$ cat config.mk
export PLATFORM = sky130hd
export DESIGN_NAME = indexed_list_insert_remove_unit
export DESIGN_NICKNAME = d
export VERILOG_FILES = /design/src/rtl/ilist_pkg.sv /design/src/rtl/indexed_list_insert_remove_unit.sv /design/src/rtl/ilist_ram.sv /design/src/rtl/ilist_ctrl.sv /design/src/rtl/ilist_datapath.sv
export SDC_FILE = /design/constraint.sdc
export NUM_CORES = 1
export LEC_CHECK = 0
export BUFFER_PORTS_ARGS = -buffer_cell sky130_fd_sc_hd__buf_2
export CORE_MARGIN = 5
export CORE_UTILIZATION = 55
export CTS_BUF_LIST = sky130_fd_sc_hd__clkbuf_8
export DETAILED_ROUTE_END_ITERATION = 10
export PLACE_DENSITY = 0.72
export SKIP_CTS_REPAIR_TIMING = 1
export SLEW_MARGIN = 20
export SYNTH_ARGS = -nofsm -noshare
export SYNTH_HDL_FRONTEND = slang
export SYNTH_SLANG_ARGS = --single-unit
export TNS_END_PERCENT = 30
$ cat constraint.sdc
create_clock -name clk -period 7.55 [get_ports clk]
set_input_delay 1.1325 -clock clk [delete_from_list [all_inputs] [get_ports clk]]
set_output_delay 1.1325 -clock clk [all_outputs]
set_load 0.01 [all_outputs]
$ cat src/rtl/ilist_pkg.sv
// Shared types and constants for the indexed list insert/remove unit.
// Used by the controller, datapath, top level and checker; no dependencies.
package ilist_pkg;

	localparam int CAPACITY_DEF = 16;
	localparam int ELEM_W_DEF   = 32;

	localparam int KIND_W  = 2;
	localparam int POS_W   = 5;
	localparam int VAL_W   = 32;
	localparam int STAT_W  = 2;
	localparam int CNT_W   = 5;
	localparam int IN_DATA_W  = 40;
	localparam int OUT_DATA_W = 40;

	typedef enum logic [KIND_W-1:0] {
		KIND_INSERT = 2'd0,
		KIND_REMOVE = 2'd1,
		KIND_READ   = 2'd2,
		KIND_WRITE  = 2'd3
	} kind_t;

	typedef enum logic [STAT_W-1:0] {
		STAT_OK        = 2'd0,
		STAT_BAD_INDEX = 2'd1,
		STAT_FULL      = 2'd2
	} status_t;

	// controller to datapath
	typedef struct packed {
		logic load;
		logic step;
		logic commit;
	} cmd_t;

	// datapath to controller
	typedef struct packed {
		logic err;
		logic no_read;
		logic rd_last;
		logic out_free;
	} stat_t;

endpackage

$ cat src/rtl/indexed_list_insert_remove_unit.sv
// Indexed list insert/remove unit: one word in, one result word out.
// Errors and inserts at the end skip the walk and go straight to the result register;
// read and write read one entry; insert and remove walk the entry store one entry per cycle,
// shifting the entries from the end down to the position, or those above it down by one.
// A new word is taken the cycle after its predecessor's result is registered.
// Reset clears the live count and control; store contents stay undefined, no clearing pass.
module indexed_list_insert_remove_unit #(
	parameter int CAPACITY      = ilist_pkg::CAPACITY_DEF,
	parameter int ELEMENT_WIDTH = ilist_pkg::ELEM_W_DEF
) (
	input  logic                                  clk,
	input  logic                                  arst_n,
	input  logic                                  s_tvalid,
	output logic                                  s_tready,
	input  logic [ilist_pkg::IN_DATA_W-1:0]       s_tdata,  // position[4:0], value[36:5]
	input  logic [ilist_pkg::KIND_W-1:0]          s_tuser,  // kind[1:0]
	output logic                                  m_tvalid,
	input  logic                                  m_tready,
	output logic [ilist_pkg::OUT_DATA_W-1:0]      m_tdata,  // result_value[31:0], count[36:32]
	output logic [ilist_pkg::STAT_W-1:0]          m_tuser   // status[1:0]
);

	ilist_pkg::cmd_t  cmd;
	ilist_pkg::stat_t stat;
	logic signed [ilist_pkg::VAL_W-1:0] result_value;
	logic [ilist_pkg::CNT_W-1:0]        count;

	ilist_ctrl u_ctrl (
		.clk      (clk),
		.arst_n   (arst_n),
		.s_tvalid (s_tvalid),
		.s_tready (s_tready),
		.stat     (stat),
		.cmd      (cmd)
	);

	ilist_datapath #(
		.CAPACITY      (CAPACITY),
		.ELEMENT_WIDTH (ELEMENT_WIDTH)
	) u_dp (
		.clk          (clk),
		.arst_n       (arst_n),
		.in_kind      (ilist_pkg::kind_t'(s_tuser)),
		.in_position  (s_tdata[4:0]),
		.in_value     ($signed(s_tdata[36:5])),
		.cmd          (cmd),
		.stat         (stat),
		.out_valid    (m_tvalid),
		.out_ready    (m_tready),
		.result_value (result_value),
		.status       (m_tuser),
		.count        (count)
	);

	assign m_tdata = {3'b000, count, result_value};

endmodule

$ cat src/rtl/ilist_ram.sv
// Generic simple dual-port RAM: one write port, one registered read port.
// No dependencies; contents are undefined until written.
module ilist_ram #(
	parameter int WIDTH = 32,
	parameter int DEPTH = 16
) (
	input  logic                     clk,
	input  logic                     we,
	input  logic [$clog2(DEPTH)-1:0] waddr,
	input  logic [WIDTH-1:0]         wdata,
	input  logic [$clog2(DEPTH)-1:0] raddr,
	output logic [WIDTH-1:0]         rdata
);

	logic [WIDTH-1:0] mem [DEPTH];

	always_ff @(posedge clk) begin
		if (we) begin
			mem[waddr] <= wdata;
		end
		rdata <= mem[raddr];
	end

endmodule

$ cat src/rtl/ilist_ctrl.sv
// Controller state machine for the indexed list unit.
// Depends on ilist_pkg for the command and status structs.
module ilist_ctrl (
	input  logic               clk,
	input  logic               arst_n,
	input  logic               s_tvalid,
	output logic               s_tready,
	input  ilist_pkg::stat_t   stat,
	output ilist_pkg::cmd_t    cmd
);

	typedef enum logic [3:0] {
		ST_IDLE  = 4'b0001,
		ST_SCAN  = 4'b0010,
		ST_DRAIN = 4'b0100,
		ST_FINAL = 4'b1000
	} state_t;

	state_t state_q, state_d;

	assign s_tready   = (state_q == ST_IDLE);
	assign cmd.load   = (state_q == ST_IDLE) && s_tvalid;
	assign cmd.step   = (state_q == ST_SCAN) && !stat.err && !stat.no_read;
	assign cmd.commit = (state_q == ST_FINAL) && stat.out_free;

	always_comb begin
		state_d = state_q;
		case (state_q)
			ST_IDLE: begin
				if (s_tvalid) state_d = ST_SCAN;
			end
			ST_SCAN: begin
				if (stat.err || stat.no_read) state_d = ST_FINAL;
				else if (stat.rd_last) state_d = ST_DRAIN;
			end
			ST_DRAIN: begin
				// last read data lands this cycle
				state_d = ST_FINAL;
			end
			ST_FINAL: begin
				if (stat.out_free) state_d = ST_IDLE;
			end
			default: begin
				state_d = ST_IDLE;
			end
		endcase
	end

	always_ff @(posedge clk or negedge arst_n) begin
		if (!arst_n) begin
			state_q <= ST_IDLE;
		end else begin
			state_q <= state_d;
		end
	end

endmodule

$ cat src/rtl/ilist_datapath.sv
// Datapath for the indexed list unit: entry store, live count, shift walker,
// result register. Depends on ilist_pkg and ilist_ram.
module ilist_datapath #(
	parameter int CAPACITY      = ilist_pkg::CAPACITY_DEF,
	parameter int ELEMENT_WIDTH = ilist_pkg::ELEM_W_DEF
) (
	input  logic                                clk,
	input  logic                                arst_n,
	input  ilist_pkg::kind_t                    in_kind,
	input  logic        [ilist_pkg::POS_W-1:0]  in_position,
	input  logic signed [ilist_pkg::VAL_W-1:0]  in_value,
	input  ilist_pkg::cmd_t                     cmd,
	output ilist_pkg::stat_t                    stat,
	output logic                                out_valid,
	input  logic                                out_ready,
	output logic signed [ilist_pkg::VAL_W-1:0]  result_value,
	output logic        [ilist_pkg::STAT_W-1:0] status,
	output logic        [ilist_pkg::CNT_W-1:0]  count
);

	localparam int AW = $clog2(CAPACITY);
	localparam int CW = $clog2(CAPACITY + 1);
	localparam int XW = (CW > ilist_pkg::POS_W) ? CW : ilist_pkg::POS_W;
	localparam int OW = (XW > ilist_pkg::CNT_W) ? XW : ilist_pkg::CNT_W;

	ilist_pkg::kind_t     kind_q;
	ilist_pkg::status_t   stat_q, stat_d;
	logic [AW-1:0]        pos_q;
	logic [ELEMENT_WIDTH-1:0] elem_q, elem_in;
	logic [CW-1:0]        cnt_q, cnt_new, cnt_m1;
	logic [AW-1:0]        rd_idx_q;
	logic                 no_read_q;
	logic                 pend_q, pend_wr_q, pend_old_q;
	logic [AW-1:0]        pend_addr_q;
	logic [ELEMENT_WIDTH-1:0] old_q, rdata;
	logic                 out_valid_q;
	logic [ilist_pkg::VAL_W-1:0] out_val_q;
	logic [ilist_pkg::STAT_W-1:0] out_stat_q;
	logic [ilist_pkg::CNT_W-1:0]  out_cnt_q;
	logic [XW-1:0]        pos_x, cnt_x;
	logic [OW-1:0]        cnt_new_x;
	logic                 ok_q, we;
	logic [AW-1:0]        waddr;
	logic [ELEMENT_WIDTH-1:0] wdata;

	assign pos_x   = XW'(in_position);
	assign cnt_x   = XW'(cnt_q);
	assign cnt_m1  = cnt_q - 1'b1;
	assign elem_in = ELEMENT_WIDTH'(in_value);
	assign ok_q    = (stat_q == ilist_pkg::STAT_OK);

	always_comb begin
		stat_d = ilist_pkg::STAT_OK;
		if (in_kind == ilist_pkg::KIND_INSERT) begin
			// position check takes priority over fullness
			if (pos_x > cnt_x) stat_d = ilist_pkg::STAT_BAD_INDEX;
			else if (cnt_x >= XW'(CAPACITY)) stat_d = ilist_pkg::STAT_FULL;
		end else if (pos_x >= cnt_x) begin
			stat_d = ilist_pkg::STAT_BAD_INDEX;
		end
	end

	always_comb begin
		cnt_new = cnt_q;
		if (ok_q && kind_q == ilist_pkg::KIND_INSERT) cnt_new = cnt_q + 1'b1;
		else if (ok_q && kind_q == ilist_pkg::KIND_REMOVE) cnt_new = cnt_m1;
	end
	assign cnt_new_x = OW'(cnt_new);

	assign stat.err      = !ok_q;
	assign stat.no_read  = no_read_q;
	assign stat.out_free = !out_valid_q || out_ready;
	assign stat.rd_last  = (kind_q == ilist_pkg::KIND_INSERT) ? (rd_idx_q == pos_q) :
		(kind_q == ilist_pkg::KIND_REMOVE) ? (rd_idx_q == cnt_m1[AW-1:0]) : 1'b1;

	// store write: shifted word from the walker, or the new element at commit
	always_comb begin
		we    = 1'b0;
		waddr = pend_addr_q;
		wdata = rdata;
		if (pend_q && pend_wr_q) begin
			we = 1'b1;
		end else if (cmd.commit && ok_q &&
			(kind_q inside {ilist_pkg::KIND_INSERT, ilist_pkg::KIND_WRITE})) begin
			we    = 1'b1;
			waddr = pos_q;
			wdata = elem_q;
		end
	end

	ilist_ram #(
		.WIDTH(ELEMENT_WIDTH),
		.DEPTH(CAPACITY)
	) u_ram (
		.clk   (clk),
		.we    (we),
		.waddr (waddr),
		.wdata (wdata),
		.raddr (rd_idx_q),
		.rdata (rdata)
	);

	always_ff @(posedge clk) begin
		if (cmd.load) begin
			kind_q    <= in_kind;
			pos_q     <= pos_x[AW-1:0];
			elem_q    <= elem_in;
			no_read_q <= (in_kind == ilist_pkg::KIND_INSERT) && (pos_x == cnt_x);
			if (in_kind == ilist_pkg::KIND_INSERT) rd_idx_q <= cnt_m1[AW-1:0];
			else rd_idx_q <= pos_x[AW-1:0];
		end else if (cmd.step) begin
			if (kind_q == ilist_pkg::KIND_INSERT) rd_idx_q <= rd_idx_q - 1'b1;
			else rd_idx_q <= rd_idx_q + 1'b1;
		end
		if (cmd.step) begin
			pend_wr_q  <= (kind_q == ilist_pkg::KIND_INSERT) ||
				(kind_q == ilist_pkg::KIND_REMOVE && rd_idx_q != pos_q);
			pend_old_q <= (kind_q != ilist_pkg::KIND_INSERT) && (rd_idx_q == pos_q);
			if (kind_q == ilist_pkg::KIND_INSERT) pend_addr_q <= rd_idx_q + 1'b1;
			else pend_addr_q <= rd_idx_q - 1'b1;
		end
		if (pend_q && pend_old_q) begin
			old_q <= rdata;
		end
		if (cmd.commit) begin
			out_stat_q <= stat_q;
			out_cnt_q  <= cnt_new_x[ilist_pkg::CNT_W-1:0];
			if (ok_q && kind_q != ilist_pkg::KIND_INSERT) out_val_q <= 32'($signed(old_q));
			else out_val_q <= '0;
		end
	end

	always_ff @(posedge clk or negedge arst_n) begin
		if (!arst_n) begin
			cnt_q       <= '0;
			stat_q      <= ilist_pkg::STAT_OK;
			pend_q      <= 1'b0;
			out_valid_q <= 1'b0;
		end else begin
			pend_q <= cmd.step;
			if (cmd.load) stat_q <= stat_d;
			if (cmd.commit) begin
				cnt_q       <= cnt_new;
				out_valid_q <= 1'b1;
			end else if (out_ready) begin
				out_valid_q <= 1'b0;
			end
		end
	end

	assign out_valid    = out_valid_q;
	assign result_value = out_val_q;
	assign status       = out_stat_q;
	assign count        = out_cnt_q;

endmodule

==> run summary <==
complex-gate fraction of the synthesized area = 1.004%
htree depth = 3
critical path type = reg2reg
Die W = 225.5 um
I/O pins = 90
DP Wirelength = 26050 um
clock-pin slew on the worst setup and hold paths = 0.06 ns
Netlist Area Pre-Place = 25550 um^2
Layout Nets = 1344
largest net degree at the start of global routing = 75
leading area contributor after synthesis = edfxtp_1
Post-Synth XOR/XNOR Area = 0.8277%
multiplexer area fraction after synthesis = 15.95%
Pleak = 9.633 nW
clock buffer depth = 3
global placer's final weighted congestion = 0.7449
yosys warns = 0
part of the cycle the worst path needs = 45.12%
adder-cell area share of the yosys netlist = 0.5387%
CP endpoint kind = flip-flop
die span in y = 225.5 um
arrival time worst endpoint = 3.70 ns
n_diodes = 0
CP required = 7.85 ns
final hold vios = 0
top cells by count, synth = edfxtp_1 (632), mux4_2 (160), and3_1 (36)
global-route wire length before repair = 76510 um
Max Cap Viol = 0
final std cells w/o fill = 1985
Antenna Nets Post-Route = 0
ys flop type = edfxtp_1
Synth cell types = 57
Post-synth EDFFs = 632
number of CTS-inserted buffers = 103
Clk Latency, worst-skew pair = 0.69 ns
CTS tree = built
simple-gate share of the synthesized area = 2.395%
wire length per cell = 25.75 um
Worst R2R Setup Slack = 4.14 ns
drt via density = 5.888
CTS Sinks = 677
Synth Register Bits = 677
crit path max fanout = 42
share of cells above drive strength 1 = 34.76%
vias post-DR = 11690
most frequent cell after synthesis = edfxtp_1
port bufs = 83
largest family of logic cells by synthesized area = multiplexers
Max Clock Skew = 0.04250 ns
residual DRC count = 0
Slew Viols, Final = 0
Congestion Overflow GR = 0
Fmax = 0.2935 GHz
Starting Density = 55.23%
initial antenna violation count = 2
RSZ-0062 raised after global routing = no
post-layout worst setup margin = 4.143 ns
synth top area cells = edfxtp_1 (74%), mux4_2 (14%), dfxtp_1 (2.5%)
Seq/Total Area, Yosys = 78.07%
area added between synthesis and finish = 12.88%
Yosys top cell area share = 74.29%
status = complete, no violations
startpoint types = flip-flop
placed cells = 1789
router iterations before antenna repair = 5
Post-Syn Instances = 1122
pwr dens = 342.1 nW/um^2
Setup-failing EPs final = 0
Die ar. = 50860 um^2
worst slew pin tran = 1.069 ns
core area = 46260 um^2
VDD IR-drop max = 0.3441 mV
Fin Setup TNS = 0 ns
min Tclk post-route = 3.407 ns
ys async rst share = 1.920%
routed wire length = 51110 um
dpl ws = 3.413 ns
gr usage total = 20.36%
relative slew slack = 28.71%
CTS Root Cell = clkbuf_8
Std-Cell Rows = 79
Hold WC Path Type = in2async
DR iter-0 viols = 1080
vias in the first global route = 12380
syn avg cell area = 22.77 um^2
-- layout by cell type, fill, tap and decap left out, types with 3 or more instances in the layout --
master,synthesis,layout
dfrtp_1,12,12
conb_1,1,3
clkinv_2,0,16
nand4_1,3,3
clkinv_1,0,21
nor4_2,0,16
bufinv_16,0,3
inv_1,14,51
xnor2_1,16,16
dfxtp_1,32,32
mux2_2,34,34
and3_1,36,36
o211ai_1,3,3
nor2b_1,4,3
o21ai_0,3,3
mux4_2,160,160
buf_4,4,31
nand3_1,5,5
a211oi_1,3,3
nand2_1,12,12
clkbuf_8,0,110
nor2_1,11,10
buf_2,11,83
a21oi_1,10,10
clkinvlp_4,0,3
edfxtp_1,632,632
xor2_1,3,3
ha_1,11,11
mux2i_2,3,3
-- path summary, 6_finish.rpt --
path	startpoint	to	cells after the start
setup / recovery	u_dp.stat_q[1]$_DFFE_PN0P_	u_dp.u_ram.mem[4][30]$_DFFE_PP_	7
hold / removal	arst_n	u_ctrl.state_q[3]$_DFFE_PN0P_	1
setup reg to reg	u_dp.stat_q[1]$_DFFE_PN0P_	u_dp.u_ram.mem[4][30]$_DFFE_PP_	7
hold reg to reg	u_dp.u_ram.rdata[29]$_DFF_P_	u_dp.old_q[29]$_DFFE_PP_	0
max in group asynchronous	arst_n	u_ctrl.state_q[0]$_DFFE_PN1P_	1
min in group clk	u_dp.u_ram.rdata[29]$_DFF_P_	u_dp.old_q[29]$_DFFE_PP_	0
-- routing by layer --
| metal | part of all wire, % | routed length, um | global-route usage, % | vias up |
|---|---|---|---|---|
| li1 | - | - | - | 5051 |
| met1 | 41 | 21170 | 28.30 | 6185 |
| met2 | 51 | 26080 | 33.73 | 368 |
| met3 | 5.4 | 2739 | 3.660 | 84 |
| met4 | 2.2 | 1117 | 6.169 | 0 |
| met5 | 0 | 0 | 0 | - |
-- critical path: stages (launching register included) --
cell      delay (ns)
dfrtp_1         0.42
nor2_4          0.05
buf_4           0.30
nand4b_4        0.15
buf_4           0.68
mux2_2          0.53
nor4_2          0.30
buf_4           0.57
-- flip-flops by register name, summed over array words and instances (netlist names), 2 cells and up --
register,cells
u_dp.u_ram.mem,512
u_dp.elem_q,32
u_dp.old_q,32
u_dp.result_value,32
u_dp.u_ram.rdata,32
u_dp.cnt_q,5
u_dp.count,5
u_ctrl.state_q,4
u_dp.pend_addr_q,4
u_dp.pos_q,4
u_dp.rd_idx_q,4
u_dp.kind_q,2
u_dp.stat_q,2
u_dp.status,2
-- cell families (layout without fill, tap and decap cells) --
group                      Yosys count  after routing
AOI/OAI and AO/OA                   36             36
DFF                                677            677
other                                1              3
muxes                              201            201
and+or+nand+nor                    103            103
buffers and inverters               72            326
adders and majority gates           11             11
xor gates and xnor gates            21             21
-- report_power, final --
| group | switching [mW] | internal, mW | total (mW) |
|---|---|---|---|
| Combinational | 1.17 | 0.920 | 2.09 |
| Sequential | 0.123 | 4.80 | 4.92 |
| Clock | 1.39 | 1.47 | 2.85 |
| Total | 2.68 | 7.19 | 9.87 |
-- per-stage QoR --
stage	power, mW	hold slack, ns	cell area, um^2	utilization (%)
3_3_place_gp	7.041	0.4060	26850	58.04
5_1_grt	10.32	0.3512	28840	62.34
4_1_cts	9.979	0.3229	28840	62.34
3_5_place_dp	7.116	0.4107	26850	58.04
6_report	9.866	0.3644	28840	62.34
2_1_floorplan	6.530	0.4027	25550	-
-- final cells by class --
type	count	area, um^2
Tap cell	607	759.5
Multi-Input combinational cell	375	5419
Clock inverter	86	475.5
Timing Repair Buffer	115	668.1
Fill cell	3160	17420
Sequential cell	677	19950
Clock buffer	110	1514
Inverter	15	56.30
No activity file was read; power rests on OpenSTA's default activity.
